$ cat config.mk
export PLATFORM = sky130hd
export DESIGN_NAME = radix_digit_string_converter
export DESIGN_NICKNAME = d
export VERILOG_FILES = /design/src/hw/rtl/rdsc_pkg.sv /design/src/hw/rtl/radix_digit_string_converter.sv /design/src/hw/rtl/rdsc_ram.sv /design/src/hw/rtl/rdsc_ctrl.sv /design/src/hw/rtl/rdsc_datapath.sv
export VERILOG_INCLUDE_DIRS = /design/src /design/src/hw/rtl
export SDC_FILE = /design/constraint.sdc
export NUM_CORES = 1
export LEC_CHECK = 0
export BUFFER_PORTS_ARGS = -buffer_cell sky130_fd_sc_hd__buf_2
export CAP_MARGIN = 30
export CORE_MARGIN = 1.5
export CORE_UTILIZATION = 42
export CTS_CLUSTER_SIZE = 16
export DETAILED_ROUTE_END_ITERATION = 8
export HOLD_SLACK_MARGIN = 0.06
export SYNTH_ARGS = -nofsm -noshare
export SYNTH_HDL_FRONTEND = slang
export SYNTH_SLANG_ARGS = --single-unit
$ cat constraint.sdc
create_clock -name clk -period 7 [get_ports clk]
set_clock_uncertainty 0.15 [all_clocks]
set_input_delay 0.7 -clock clk [delete_from_list [all_inputs] [get_ports clk]]
set_output_delay 0.7 -clock clk [all_outputs]
set_load 0.01 [all_outputs]
$ cat src/hw/rtl/radix_digit_string_converter_defines.svh
// Assertion macros shared by the radix digit string converter RTL.
// Define NO_ASSERTIONS to compile the checks away; no other dependencies.
`ifndef RADIX_DIGIT_STRING_CONVERTER_DEFINES_SVH
`define RADIX_DIGIT_STRING_CONVERTER_DEFINES_SVH

`ifndef NO_ASSERTIONS

// Same-cycle implication, disabled while reset is asserted.
`define RDSC_ASSERT_IMPL(lbl, clk, rst_n, ante, cons) \
	lbl: assert property (@(posedge clk) disable iff (!(rst_n)) (ante) |-> (cons)) \
		else $error("rdsc check failed");

// Next-cycle implication, disabled while reset is asserted.
`define RDSC_ASSERT_NEXT(lbl, clk, rst_n, ante, cons) \
	lbl: assert property (@(posedge clk) disable iff (!(rst_n)) (ante) |=> (cons)) \
		else $error("rdsc check failed");

`else

`define RDSC_ASSERT_IMPL(lbl, clk, rst_n, ante, cons)
`define RDSC_ASSERT_NEXT(lbl, clk, rst_n, ante, cons)

`endif

`endif

$ cat src/hw/rtl/rdsc_pkg.sv
// Package for the radix digit string converter: widths, constants,
// controller/datapath interface structs and the digit-to-ASCII function.
// No dependencies.
`default_nettype none

package rdsc_pkg;

	// Field widths.
	localparam int VALUE_W = 64;
	localparam int RADIX_W = 6;
	localparam int CHAR_W  = 7;

	// Radix limits and reset value.
	localparam logic [RADIX_W-1:0] RADIX_MIN   = 6'd2;
	localparam logic [RADIX_W-1:0] RADIX_MAX   = 6'd36;
	localparam logic [RADIX_W-1:0] RADIX_RESET = 6'd10;

	// Default digit store depth.
	localparam int MAX_DIGITS_DEF = 64;

	// Character codes.
	localparam logic [RADIX_W-1:0] DEC_LIMIT  = 6'd9;
	localparam logic [RADIX_W-1:0] DEC_COUNT  = 6'd10;
	localparam logic [CHAR_W-1:0]  ASCII_ZERO = 7'd48;
	localparam logic [CHAR_W-1:0]  ASCII_A    = 7'd65;

	// Commands from the controller to the datapath.
	typedef struct packed {
		logic start;
		logic step;
		logic store;
		logic rd;
		logic load;
	} rdsc_cmd_t;

	// Status from the datapath to the controller.
	typedef struct packed {
		logic bit_last;
		logic done_next;
		logic out_free;
		logic last_digit;
	} rdsc_sts_t;

	// Maps a digit value to its ASCII character.
	function automatic logic [CHAR_W-1:0] digit_ascii(input logic [RADIX_W-1:0] d);
		logic [RADIX_W-1:0] above;
		above = d - DEC_COUNT;
		if (d > DEC_LIMIT) begin
			return {1'b0, above} + ASCII_A;
		end else begin
			return {1'b0, d} + ASCII_ZERO;
		end
	endfunction

endpackage

`default_nettype wire

$ cat src/hw/rtl/radix_digit_string_converter.sv
// Top level of the radix digit string converter: controller plus datapath.
// Depends on rdsc_pkg, rdsc_ctrl, rdsc_datapath and rdsc_ram.
//
//   Channel  Direction  Handshake             Payload
//   input    in         in_valid / in_stall   value[63:0]
//   output   out        out_valid / out_stall digit_char[6:0], last
//   config   in         cfg_we                cfg_data[5:0] (radix)
//
// Each digit comes out of the one-bit-per-cycle divider, then the digits
// are read back from the digit RAM through the read and load states. A value
// has at most MAX_DIGITS digits, 64 by default.
// The input stalls from acceptance until the last digit is in the output
// register. Output stalls hold the current beat and pause readback.
// Reset is asynchronous and sets the radix to ten; there is no clearing pass.
`default_nettype none

module radix_digit_string_converter #(
	parameter int MAX_DIGITS = rdsc_pkg::MAX_DIGITS_DEF
) (
	input  wire logic                           clk,
	input  wire logic                           arst_n,
	input  wire logic                           cfg_we,
	input  wire logic [rdsc_pkg::RADIX_W-1:0]   cfg_data,
	input  wire logic                           in_valid,
	output logic                                in_stall,
	input  wire logic [rdsc_pkg::VALUE_W-1:0]   value,
	output logic                                out_valid,
	input  wire logic                           out_stall,
	output logic      [rdsc_pkg::CHAR_W-1:0]    digit_char,
	output logic                                last
);

	rdsc_pkg::rdsc_cmd_t cmd;
	rdsc_pkg::rdsc_sts_t sts;

	// Sequencing of division, storage and readback.
	rdsc_ctrl u_ctrl (
		.clk     (clk),
		.arst_n  (arst_n),
		.in_valid(in_valid),
		.in_stall(in_stall),
		.sts     (sts),
		.cmd     (cmd)
	);

	// Divider, digit store and output register.
	rdsc_datapath #(
		.MAX_DIGITS(MAX_DIGITS)
	) u_datapath (
		.clk       (clk),
		.arst_n    (arst_n),
		.cfg_we    (cfg_we),
		.cfg_data  (cfg_data),
		.value     (value),
		.cmd       (cmd),
		.sts       (sts),
		.out_valid (out_valid),
		.out_stall (out_stall),
		.digit_char(digit_char),
		.last      (last)
	);

endmodule

`default_nettype wire

$ cat src/hw/rtl/rdsc_ram.sv
// Generic single-write, single-read RAM with a registered read port.
// No dependencies.
`default_nettype none

module rdsc_ram #(
	parameter int WIDTH = 8,
	parameter int DEPTH = 64
) (
	input  wire logic                     clk,
	input  wire logic                     we,
	input  wire logic [$clog2(DEPTH)-1:0] waddr,
	input  wire logic [WIDTH-1:0]         wdata,
	input  wire logic                     re,
	input  wire logic [$clog2(DEPTH)-1:0] raddr,
	output logic      [WIDTH-1:0]         rdata
);

	logic [WIDTH-1:0] mem_q [DEPTH];

	// Write port and registered read port.
	always_ff @(posedge clk) begin
		if (we) begin
			mem_q[waddr] <= wdata;
		end
		if (re) begin
			rdata <= mem_q[raddr];
		end
	end

endmodule

`default_nettype wire

$ cat src/hw/rtl/rdsc_ctrl.sv
// Controller state machine of the radix digit string converter.
// Depends on rdsc_pkg for the command and status structs.
`default_nettype none

module rdsc_ctrl (
	input  wire logic              clk,
	input  wire logic              arst_n,
	input  wire logic              in_valid,
	output logic                   in_stall,
	input  wire rdsc_pkg::rdsc_sts_t sts,
	output rdsc_pkg::rdsc_cmd_t    cmd
);

	typedef enum logic [1:0] {
		ST_IDLE,
		ST_DIV,
		ST_READ,
		ST_LOAD
	} state_t;

	state_t state_q;

	// The input is open only between items.
	assign in_stall = (state_q != ST_IDLE);

	// Commands follow the state and the datapath status.
	always_comb begin
		cmd = '0;
		unique case (state_q)
			ST_IDLE: begin
				cmd.start = in_valid;
			end
			ST_DIV: begin
				cmd.step  = 1'b1;
				cmd.store = sts.bit_last;
			end
			ST_READ: begin
				cmd.rd = 1'b1;
			end
			ST_LOAD: begin
				cmd.load = sts.out_free;
			end
			default: begin
				cmd = '0;
			end
		endcase
	end

	// State register.
	always_ff @(posedge clk or negedge arst_n) begin
		if (!arst_n) begin
			state_q <= ST_IDLE;
		end else begin
			unique case (state_q)
				ST_IDLE: begin
					if (in_valid) begin
						state_q <= ST_DIV;
					end
				end
				ST_DIV: begin
					if (sts.bit_last && sts.done_next) begin
						state_q <= ST_READ;
					end
				end
				ST_READ: begin
					state_q <= ST_LOAD;
				end
				ST_LOAD: begin
					if (sts.out_free) begin
						state_q <= sts.last_digit ? ST_IDLE : ST_READ;
					end
				end
				default: begin
					state_q <= ST_IDLE;
				end
			endcase
		end
	end

endmodule

`default_nettype wire

$ cat src/hw/rtl/rdsc_datapath.sv
// Datapath of the radix digit string converter: radix register, bit-serial
// divider, digit store, and output register. Depends on rdsc_pkg, rdsc_ram
// and the assertion macro header.
`default_nettype none
`include "radix_digit_string_converter_defines.svh"

module rdsc_datapath #(
	parameter int MAX_DIGITS = rdsc_pkg::MAX_DIGITS_DEF
) (
	input  wire logic                              clk,
	input  wire logic                              arst_n,
	input  wire logic                              cfg_we,
	input  wire logic [rdsc_pkg::RADIX_W-1:0]      cfg_data,
	input  wire logic [rdsc_pkg::VALUE_W-1:0]      value,
	input  wire rdsc_pkg::rdsc_cmd_t               cmd,
	output rdsc_pkg::rdsc_sts_t                    sts,
	output logic                                   out_valid,
	input  wire logic                              out_stall,
	output logic      [rdsc_pkg::CHAR_W-1:0]       digit_char,
	output logic                                   last
);

	localparam int CNT_W  = $clog2(MAX_DIGITS + 1);
	localparam int ADDR_W = $clog2(MAX_DIGITS);
	localparam int BIT_W  = $clog2(rdsc_pkg::VALUE_W);
	localparam int RW     = rdsc_pkg::RADIX_W;

	logic [RW-1:0]                radix_q;
	logic [RW-1:0]                eff_q;
	logic [RW-1:0]                eff_d;
	logic [rdsc_pkg::VALUE_W-1:0] n_q;
	logic [rdsc_pkg::VALUE_W-1:0] n_next;
	logic [RW-1:0]                rem_q;
	logic [RW-1:0]                rem_next;
	logic [RW:0]                  trial;
	logic [RW:0]                  diff;
	logic                         ge;
	logic [BIT_W-1:0]             bit_q;
	logic [CNT_W-1:0]             count_q;
	logic [CNT_W-1:0]             count_m1;
	logic [rdsc_pkg::CHAR_W-1:0]  ram_rdata;
	logic                         out_valid_q;
	logic [rdsc_pkg::CHAR_W-1:0]  digit_char_q;
	logic                         last_q;

	// Radix register; the user must write it only between items, the block does not enforce this.
	always_ff @(posedge clk or negedge arst_n) begin
		if (!arst_n) begin
			radix_q <= rdsc_pkg::RADIX_RESET;
		end else if (cfg_we) begin
			radix_q <= cfg_data;
		end
	end

	// Clamp the radix into the supported range.
	always_comb begin
		priority if (radix_q < rdsc_pkg::RADIX_MIN) begin
			eff_d = rdsc_pkg::RADIX_MIN;
		end else if (radix_q > rdsc_pkg::RADIX_MAX) begin
			eff_d = rdsc_pkg::RADIX_MAX;
		end else begin
			eff_d = radix_q;
		end
	end

	// One restoring division step: shift in the next dividend bit.
	assign trial    = {rem_q, n_q[rdsc_pkg::VALUE_W-1]};
	assign ge       = (trial >= {1'b0, eff_q});
	assign diff     = trial - {1'b0, eff_q};
	assign rem_next = ge ? diff[RW-1:0] : trial[RW-1:0];
	assign n_next   = {n_q[rdsc_pkg::VALUE_W-2:0], ge};
	assign count_m1 = count_q - CNT_W'(1);

	// Divider registers: dividend/quotient, remainder and effective radix.
	always_ff @(posedge clk) begin
		if (cmd.start) begin
			n_q   <= value;
			rem_q <= '0;
			eff_q <= eff_d;
		end else if (cmd.step) begin
			n_q   <= n_next;
			rem_q <= cmd.store ? '0 : rem_next;
		end
	end

	// Bit and digit counters.
	always_ff @(posedge clk or negedge arst_n) begin
		if (!arst_n) begin
			bit_q   <= '0;
			count_q <= '0;
		end else begin
			if (cmd.start) begin
				bit_q   <= '0;
				count_q <= '0;
			end else begin
				if (cmd.step) begin
					bit_q <= bit_q + BIT_W'(1);
				end
				if (cmd.store) begin
					count_q <= count_q + CNT_W'(1);
				end else if (cmd.rd) begin
					count_q <= count_m1;
				end
			end
		end
	end

	// Digit store: written least significant first, read back in reverse.
	rdsc_ram #(
		.WIDTH(rdsc_pkg::CHAR_W),
		.DEPTH(MAX_DIGITS)
	) u_ram (
		.clk  (clk),
		.we   (cmd.store),
		.waddr(count_q[ADDR_W-1:0]),
		.wdata(rdsc_pkg::digit_ascii(rem_next)),
		.re   (cmd.rd),
		.raddr(count_m1[ADDR_W-1:0]),
		.rdata(ram_rdata)
	);

	// Output register valid flag.
	always_ff @(posedge clk or negedge arst_n) begin
		if (!arst_n) begin
			out_valid_q <= 1'b0;
		end else if (cmd.load) begin
			out_valid_q <= 1'b1;
		end else if (!out_stall) begin
			out_valid_q <= 1'b0;
		end
	end

	// Output register payload.
	always_ff @(posedge clk) begin
		if (cmd.load) begin
			digit_char_q <= ram_rdata;
			last_q       <= (count_q == '0);
		end
	end

	assign out_valid  = out_valid_q;
	assign digit_char = digit_char_q;
	assign last       = last_q;

	// Status back to the controller.
	assign sts.bit_last   = (bit_q == BIT_W'(rdsc_pkg::VALUE_W - 1));
	assign sts.done_next  = (n_next == '0) || (count_q == CNT_W'(MAX_DIGITS - 1));
	assign sts.out_free   = !out_valid_q || !out_stall;
	assign sts.last_digit = (count_q == '0);

	// A new beat is never loaded over one that is still held.
	`RDSC_ASSERT_IMPL(a_load_free, clk, arst_n, cmd.load, !out_valid_q || !out_stall)
	// A readback never runs past the first stored digit.
	`RDSC_ASSERT_IMPL(a_rd_nonempty, clk, arst_n, cmd.rd, count_q != '0)
	// Storing a digit restarts the remainder for the next division.
	`RDSC_ASSERT_NEXT(a_store_clear, clk, arst_n, cmd.store, rem_q == '0)
	// The digit count stays within the store.
	`RDSC_ASSERT_IMPL(a_count_range, clk, arst_n, cmd.store, count_q < CNT_W'(MAX_DIGITS))

endmodule

`default_nettype wire

# After elaboration in Yosys (flattened, before gate mapping)
# Memories as Yosys holds them, arrays and structs flattened. A register that Yosys moved wholly into a read port is not among the register bits.
# Cells that the tools add are included.
[totals] regBits=106 ramBits=448 inputBits=75 out_inout_bits=10 wordCells=69 n_memories=1
[op_classes] n_addsub=7 order_cmp=4 eq_ne=9 n_mux=24 n_reduce_logical=13
[memory_table] name="u_datapath.u_ram.mem_q" words=64 width=7 rd=1 rd_clocked_by_memory_dff=1 wr=1 line="rdsc_ram.sv:18" source="logic [WIDTH-1:0] mem_q [DEPTH];"
[ops] operator="$mux 64" n=2
[ops] operator="$logic_not 64->1" n=1
[ops] operator="$mux 6" n=5
[ops] operator="$mux 7" n=4
[ops] operator="$mux 2" n=5
[ops] operator="$pmux 2 s4" n=1
[ops] operator="$add 6x6->7 const B" n=1
[ops] operator="$add 6x7->7 const B" n=1
[ops] operator="$add 7x1->7 const B" n=1
[ops] operator="$eq 7x6->1 const B" n=1
[ops] operator="$ge 7x6->1" n=1
[ops] operator="$logic_not 7->1" n=1
[ops] operator="$mux 1" n=7
[ops] operator="$sub 7x1->7 const B" n=1
[ops] operator="$add 6x1->6 const B" n=1
[ops] operator="$eq 6x6->1 const B" n=1
[ops] operator="$gt 6x4->1 const B" n=1
[ops] operator="$gt 6x6->1 const B" n=1
[ops] operator="$lt 6x2->1 const B" n=1
[ops] operator="$ne 2x1->1 const B" n=3
[ops] operator="$sub 6x4->6 const B" n=1
[ops] operator="$sub 6x6->6" n=1
[ops] operator="$eq 2x2->1 const B" n=2
[ops] operator="$reduce_bool 2->1" n=2
[ops] operator="9 further kinds" n=11

# Depth between registers and ports, before layout
# Gate-level depths: netlist of run 1.
[logic_depth] word_depth=6 mapped_depth=15 mapped_depth_nobuf=14

# Modules after synthesis
# A second synthesis of run 1 with hierarchy kept.
[hier_totals] cells_unflattened=1234 area_unflattened_um2=23027.1
[modules_own_cells] mod="rdsc_ram" instances=1 cells_each=827 area_per_inst_um2=17705.7 seq_area_each_um2=13663.1
[modules_own_cells] mod="rdsc_datapath" instances=1 cells_each=392 area_per_inst_um2=5181.2 seq_area_each_um2=2965.3
[modules_own_cells] mod="rdsc_ctrl" instances=1 cells_each=15 area_per_inst_um2=140.1 seq_area_each_um2=50.0

# Worst setup path before layout of run 1
# No wires, ideal clock.
[synth_path] path_type="register -> register" startpoint="register u_datapath.rem_q[3]" endpoint="memory u_datapath.u_ram.mem_q[0][5] (netlist bit) (data pin)" setup_time_ns=0.564 arrival_ns=4.521 t_required_ns=6.286 path_slack_ns=1.765 path_stages_with_launch=14 n_path_buf=1 period_less_slack_ns=5.235 path_cell_list="dfxtp_1 > ha_1 > a21oi_1 > o21ai_1 > a31o_1 > buf_2 > o21ai_0 > ha_1 > inv_1 > a21oi_1 > xnor2_1 > o211ai_1 > xnor2_1 > mux2i_1"
[synth_via] elab_chain_len=5 word_cells_on_any_way=8 classes_between="add/sub: 4; order compare: 2; mux: 2"
[synth_rtl] element="start: declaration" line="rdsc_datapath.sv:33" source="logic [RW-1:0] rem_q;"
[synth_rtl] element="start signal: assignment" line="rdsc_datapath.sv:82" source="rem_q <= cmd.store ? '0 : rem_next;"
[synth_rtl] element="$sub 6x6->6 / $ge 7x6->1 (equally long branches)" line="rdsc_datapath.sv:69, rdsc_datapath.sv:68"
[synth_rtl] element="$mux 6 *" line="rdsc_datapath.sv:70" source="assign rem_next = ge ? diff[RW-1:0] : trial[RW-1:0];"
[synth_rtl] element="$sub 6x4->6" line="rdsc_pkg.sv:47" source="above = d - DEC_COUNT;"
[synth_rtl] element="$add 6x7->7" line="rdsc_pkg.sv:49" source="return {1'b0, above} + ASCII_A;"
[synth_rtl] element="$mux 7 *" line="rdsc_pkg.sv:48" source="if (d > DEC_LIMIT) begin"
[synth_rtl] element="net u_datapath.u_ram.wdata[5]" line="rdsc_ram.sv:12" source="input wire logic [WIDTH-1:0] wdata,"
[synth_rtl] element="end: declaration" line="rdsc_ram.sv:18"
# Mark *: on every way through the listed nets, which the timed path passes. The rest lies on a longest branch.

# Final worst setup path of run 1
[layout_path] startpoint="register u_datapath.rem_q[3]" endpoint="memory u_datapath.u_ram.mem_q[29][5] (netlist bit) (data pin)"
# Same word-level chain as after synthesis.

==> results by group, run 1 <==
Synthesis
  – Post-synthesis net count: 1398
  – Synth cell count leaders: 533 x edfxtp_1, 225 x nand2_1, 147 x mux4_2
  – Top cell type's share of synthesized area: 69.7%
  – Post-Syn Area: 23000 µm²
  – Syn avg cell area: 17.6 µm²
  – Async SR Flop Fraction: 3.92%
  – Synth area leader: edfxtp_1
  – Share of the yosys chip area belonging to registers: 72.6%
  – Main synth FF type: edfxtp_1
  – Number of distinct library cells after synthesis: 58
  – Most common cell in the netlist: edfxtp_1
  – Yosys reg bits: 561
  – Synth area leaders: edfxtp_1 70%, mux4_2 14%, nand2_1 3.7%
  – Warnings, synthesis: 0
  – Number of flops mapped to enable cells by yosys: 533
  – Cells after synthesis: 1307

Floorplan
  – Die Wd: 237 µm
  – DIE AREA: 56100 µm²
  – Number of core rows: 85
  – Initial Util: 42.6%
  – IO Count: 85
  – Core region area: 53900 µm²
  – Die Height: 237 µm

Setup path
  – CP max FO: 40
  – Worst R2R Setup Slack: 2.08 ns
  – CP required: 7.23 ns
  – CP Class: reg -> reg
  – Worst r2r path cells: 13
  – Crit path capture type: flop
  – Arrival @ worst endpoint: 5.14 ns
  – Critical Path Source Type: flop

Cells and area
  – Final nets: 1503
  – Ratio of cells with drive above 1 in the final layout: 25.3%
  – Fin util: 48.6%
  – P&R area growth vs syn: 14.0%
  – N_diodes: 0
  – Design area: 26200 µm²

Clock tree
  – Root Buffer Master: clkbuf_16
  – Resize count post-CTS: 0
  – Worst-Skew Late Latency: 0.60 ns
  – TritonCTS clock tree: done
  – Post-CTS Setup Bufs: 0
  – Cts bufs inserted: 57
  – CTS sink cnt: 561
  – # hold bufs at CTS: 1
  – CTS clk-pin slew, worst paths: 0.06 ns
  – Clock Tree Buf Depth: 3
  – CTS H-tree depth: 2

Global routing
  – Overflow after GRT: 0
  – First-pass GRT wire length: 77200 µm
  – GR Util All Layers: 18.5%
  – Initial antenna violation count: 1
  – Vias in the first global route: 12200
  – Largest net degree at the start of global routing: 78

Place
  – Placed instance area: 24300 µm²
  – # port buffers: 84
  – Dpl hpwl: 31800 µm
  – Post-Place Setup Slack: 2.12 ns
  – Routability congestion estimate: 0.788

Power
  – Lkg Pwr: 8.68 nW
  – Tot Pwr: 14.5 mW
  – Worst VDD drop: 713 µV
  – PD cells: 553 nW/µm²

Routing
  – Vias per cell: 5.61
  – DRC: 0
  – WL per Instance: 23.7 µm
  – Vias: 12100
  – First-pass iteration count of the detailed router: 5
  – DRT antenna net count: 0
  – Starting DRT DRC Count: 1188
  – WL final: 51000 µm

STA
  – Final Max Tran Viols: 0
  – Fmax: 203 MHz
  – Final Critical Period: 4.92 ns
  – Final TNS setup: 0 ns
  – Final setup vio count: 0
  – Worst Tran Pin Value: 1.01 ns
  – Worst slew margin: 32.6%
  – Min setup slack post-route: 2.08 ns
  – RSZ-0062 raised after global routing: no
  – Final Hold Viols: 0
  – Final worst path period share: 70.2%

Flow run
  – Max Cap Violations: 0

Hold path
  – Hold path cells: 3
  – Hold crit path type: in -> reg

Status
  – Outcome: finished clean
state kept, by name, indices dropped and copies added (netlist names):
| register | flops |
|---|---|
| u_datapath.bit_q | 6 |
| u_datapath.u_ram.mem_q | 448 |
| u_datapath.count_q | 7 |
| u_datapath.rem_q | 6 |
| u_datapath.u_ram.rdata | 7 |
| u_datapath.digit_char | 7 |
| u_datapath.radix_q | 6 |
| u_datapath.out_valid | 1 |
| u_ctrl.state_q | 2 |
| u_datapath.n_q | 64 |
| u_datapath.last | 1 |
| u_datapath.eff_q | 6 |
layer usage:
layer | global-route usage [%] | vias to the layer above | wire length, µm
li1 | - | 5331 | -
met3 | 2.98 | 63 | 2700
met1 | 26.5 | 6369 | 22400
met5 | 0 | - | 0
met4 | 4.08 | 0 | 752
met2 | 30.0 | 336 | 25200
critical path, cell delays in order (launching register included):
cell,delay (ns)
dfxtp_1,0.44
ha_1,0.33
a21oi_1,0.18
o21ai_1,0.14
a31o_1,0.36
o21ai_0,0.72
ha_1,0.32
inv_1,0.11
a21oi_1,0.20
xnor2_1,0.08
o211ai_1,0.37
xnor2_1,0.18
mux2i_4,0.61
buf_4,0.47
cell families (layout without fill, tap and decap cells):
kind of cell	after synthesis	count (layout)	synth area share, %
muxes	157	157	14.9
xor gates and xnor gates	19	19	0.790
DFF	561	561	72.6
and+or+nand+nor	393	393	7.25
adders and majority gates	17	17	0.948
AOI/OAI and AO/OA	72	72	1.89
buffers and inverters	88	240	1.61
layout make-up:
cell class / count / area [µm²]
fillers: 4419 / 27700
flip-flops and latches: 561 / 16700
multi-input cells: 658 / 6040
clock buffers: 76 / 1520
well taps: 696 / 871
repair buffers: 115 / 661
clock inverters: 30 / 349
inverters: 19 / 71.3
path summary, 6_finish.rpt:
| check | start | end |
|---|---|---|
| max | u_datapath.rem_q[3] | u_datapath.u_ram.mem_q[29][5] |
| min | cfg_data[5] | u_datapath.radix_q[5] |
| max reg2reg | u_datapath.rem_q[3] | u_datapath.u_ram.mem_q[29][5] |
| min reg2reg | u_datapath.u_ram.rdata[2] | u_datapath.digit_char[2] |
| max in group asynchronous | arst_n | u_datapath.count_q[0] |
| min in group asynchronous | arst_n | u_datapath.radix_q[2] |
where the power goes:
group | switching, mW | leakage, nW | total (mW) | internal [mW]
clock | 1.26 | 0.904 | 3.05 | 1.78
sequential | 0.225 | 5.15 | 6.25 | 6.02
combinational | 3.44 | 2.63 | 5.18 | 1.74
total | 4.93 | 8.68 | 14.5 | 9.55
cell usage in the layout, fill, tap and decap left out, drive strengths merged, types with 8 or more instances in the layout:
cell,Yosys,layout
nand4,8,8
nor2,86,86
clkinv,0,19
clkbuf,51,76
dfrtp,20,20
edfxtp,533,533
xnor2,12,12
nand3,11,11
nor3,12,12
inv,19,20
o21ai,33,33
nand2,225,225
a21oi,16,16
mux4,147,147
ha,15,15
nor4,17,17
buf,18,114
stage by stage:
step | hold slack [ns] | cells
after floorplan | 0.250 | 1307
after global placement | 0.260 | 2041
after detailed placement | 0.257 | 2048
after CTS | 0.145 | 2155
after global routing | 0.154 | 2155
final | 0.178 | 2155
(Power assumes the default switching activity.)
==> run 2, diff against run 1 <==
Clock period 7 ns to 4.05 ns, I/O delays scaled along.
==> results by group, run 2 (synthesized netlist as in run 1, its figures left out) <==
Status
  – Outcome: finished clean

Floorplan
  – Core region area: 53900 µm²
  – Number of core rows: 85
  – Initial Util: 42.6%
  – IO Count: 85
  – Die Height: 237 µm
  – Die Wd: 237 µm
  – DIE AREA: 56100 µm²

Place
  – Placed instance area: 24800 µm²
  – # port buffers: 84
  – Dpl hpwl: 31400 µm
  – Placed cells: 2093
  – Routability congestion estimate: 0.811

Setup path
  – CP Depth: 13
  – Worst r2r path cells: 13
  – Slowest CP cell: ha_1
  – Critical Path Source Type: flop
  – Critical-path cell list: ha_1 > nand2_1 > nor2_1 > a31o_1 > mux2i_1 > ha_1 > inv_1 > a21oi_1 > xnor2_1 > o211ai_1 > buf_4 > a41oi_4 > clkbuf_8
  – Cell mode on critical path: ha_1
  – Sum of buffers and inverters on the critical path: 3
  – CP Class: reg -> reg
  – Critical Path Max Stage Delay: 0.42 ns
  – CP max FO: 64
  – CP required: 4.17 ns
  – CP delay by family, top: compound AO/OA/AOI/OAI gates
  – Crit path capture type: flop
  – Arrival @ worst endpoint: 3.87 ns

Cells and area
  – Final nets: 1629
  – Register area: 16700 µm²
  – Top Registers: u_datapath.u_ram.mem_q x448, u_datapath.n_q x64
  – Fill cell count: 4324
  – Commonest non-fill, non-tap cell in the layout: edfxtp_1
  – Cell Count, Final, Fillers Out: 2282
  – Max reg flops: 448
  – Design area: 27400 µm²
  – Commonest non-fill, non-tap cells in the layout: 533 x edfxtp_1, 224 x nand2_1, 147 x mux4_2, 86 x nor2_1, 84 x buf_2
  – Ratio of cells with drive above 1 in the final layout: 26.0%
  – Multi-input gate area: 6070 µm²
  – Most flops, register: u_datapath.u_ram.mem_q
  – P&R area growth vs syn: 19.3%

STA
  – Final Hold Viols: 0
  – Final TNS setup: 0 ns
  – Fmax: 267 MHz
  – Final setup vio count: 0
  – RSZ-0062 raised after global routing: no
  – Final Max Tran Viols: 0
  – Final worst path period share: 92.6%
  – Worst slew margin: 29.1%
  – WHS: 0.168 ns
  – Worst Tran Pin Value: 1.06 ns
  – Final Critical Period: 3.75 ns

Global routing
  – GR Util All Layers: 18.8%
  – First-pass GRT wire length: 78500 µm
  – Initial antenna violation count: 2
  – Overflow after GRT: 0
  – Largest net degree at the start of global routing: 120
  – Vias in the first global route: 12600

Clock tree
  – Root Buffer Master: clkbuf_16
  – CTS sink cnt: 561
  – CTS H-tree depth: 2
  – Worst-Skew Late Latency: 0.60 ns
  – Cts bufs inserted: 57
  – TritonCTS clock tree: done
  – CTS clk-pin slew, worst paths: 0.06 ns
  – Clock Tree Buf Depth: 3

Routing
  – DRT antenna net count: 0
  – Starting DRT DRC Count: 1150
  – Vias: 12500
  – First-pass iteration count of the detailed router: 5
  – DRC: 0
  – Vias per cell: 5.48
  – WL per Instance: 22.8 µm
  – WL final: 52000 µm

Power
  – Worst VDD drop: 1320 µV
  – Lkg Pwr: 9.26 nW
  – PD cells: 941 nW/µm²

Flow run
  – Max Cap Violations: 0

Hold path
  – Hold crit path type: in -> async
[run 2: worst reg2reg max path, stage by stage, from the launching register on]
cell and delay [ns]:
dfxtp_1 0.38, ha_1 0.42, nand2_1 0.07, nor2_1 0.22, a31o_1 0.33, mux2i_1 0.32
ha_1 0.25, inv_1 0.12, a21oi_1 0.20, xnor2_1 0.08, o211ai_1 0.28, buf_4 0.18
a41oi_4 0.09, clkbuf_8 0.28
[run 2: timing repair]
action / CTS / global route
pin swaps: 0 / 1
hold buffers: 80 / 0
setup buffers: 0 / 1
setup endpoints to repair: 223 / 226
resized for setup: 1 / 6
hold endpoints to repair: 94 / 0
gates cloned: 0 / 0
[run 2: routing by layer]
metal  wire length (µm)  track usage [%]  share of wire (%)
met5                  0                0                  0
met2              24900             29.7                 48
met3               2710             3.04                5.2
met1              23000             26.7                 44
met4               1350             6.00                2.6
[run 2: area by class of cell]
| cell class | instances | area share, % |
|---|---|---|
| diodes | 1 | 0.00913 |
| clock buffers | 82 | 5.62 |
| clock inverters | 24 | 0.753 |
| inverters | 19 | 0.260 |
| multi-input cells | 658 | 22.2 |
| flip-flops and latches | 561 | 60.9 |
| well taps | 696 | 3.18 |
| repair buffers | 241 | 7.15 |
[run 2: final timing paths]
check	startpoint	end	slack, ns
worst max-delay path	u_datapath.rem_q[3]	u_datapath.u_ram.mem_q[15][6]	0.30
worst min-delay path	arst_n	u_datapath.radix_q[2]	0.17
worst max register to register	u_datapath.rem_q[3]	u_datapath.u_ram.mem_q[15][6]	0.30
worst min register to register	u_datapath.u_ram.rdata[2]	u_datapath.digit_char[2]	0.26
max in group asynchronous	arst_n	u_datapath.count_q[0]	3.18
min in group clk	u_datapath.u_ram.rdata[2]	u_datapath.digit_char[2]	0.26
[run 2: per-stage QoR]
stage / setup slack [ns] / util (%) / power (mW)
after floorplan: -0.890 / - / 15.6
final: 0.301 / 50.8 / 25.8
after CTS: 0.108 / 50.7 / 25.9
after global routing: 0.0209 / 50.8 / 27.0
after detailed placement: -0.0713 / 46.0 / 20.9
after global placement: -0.0116 / 46.0 / 20.6
[run 2: power by group]
group | switching, mW | leakage (nW) | internal (mW)
Sequential | 0.289 | 5.15 | 10.4
Combinational | 6.35 | 3.26 | 3.83
Clock | 2.13 | 0.847 | 2.83
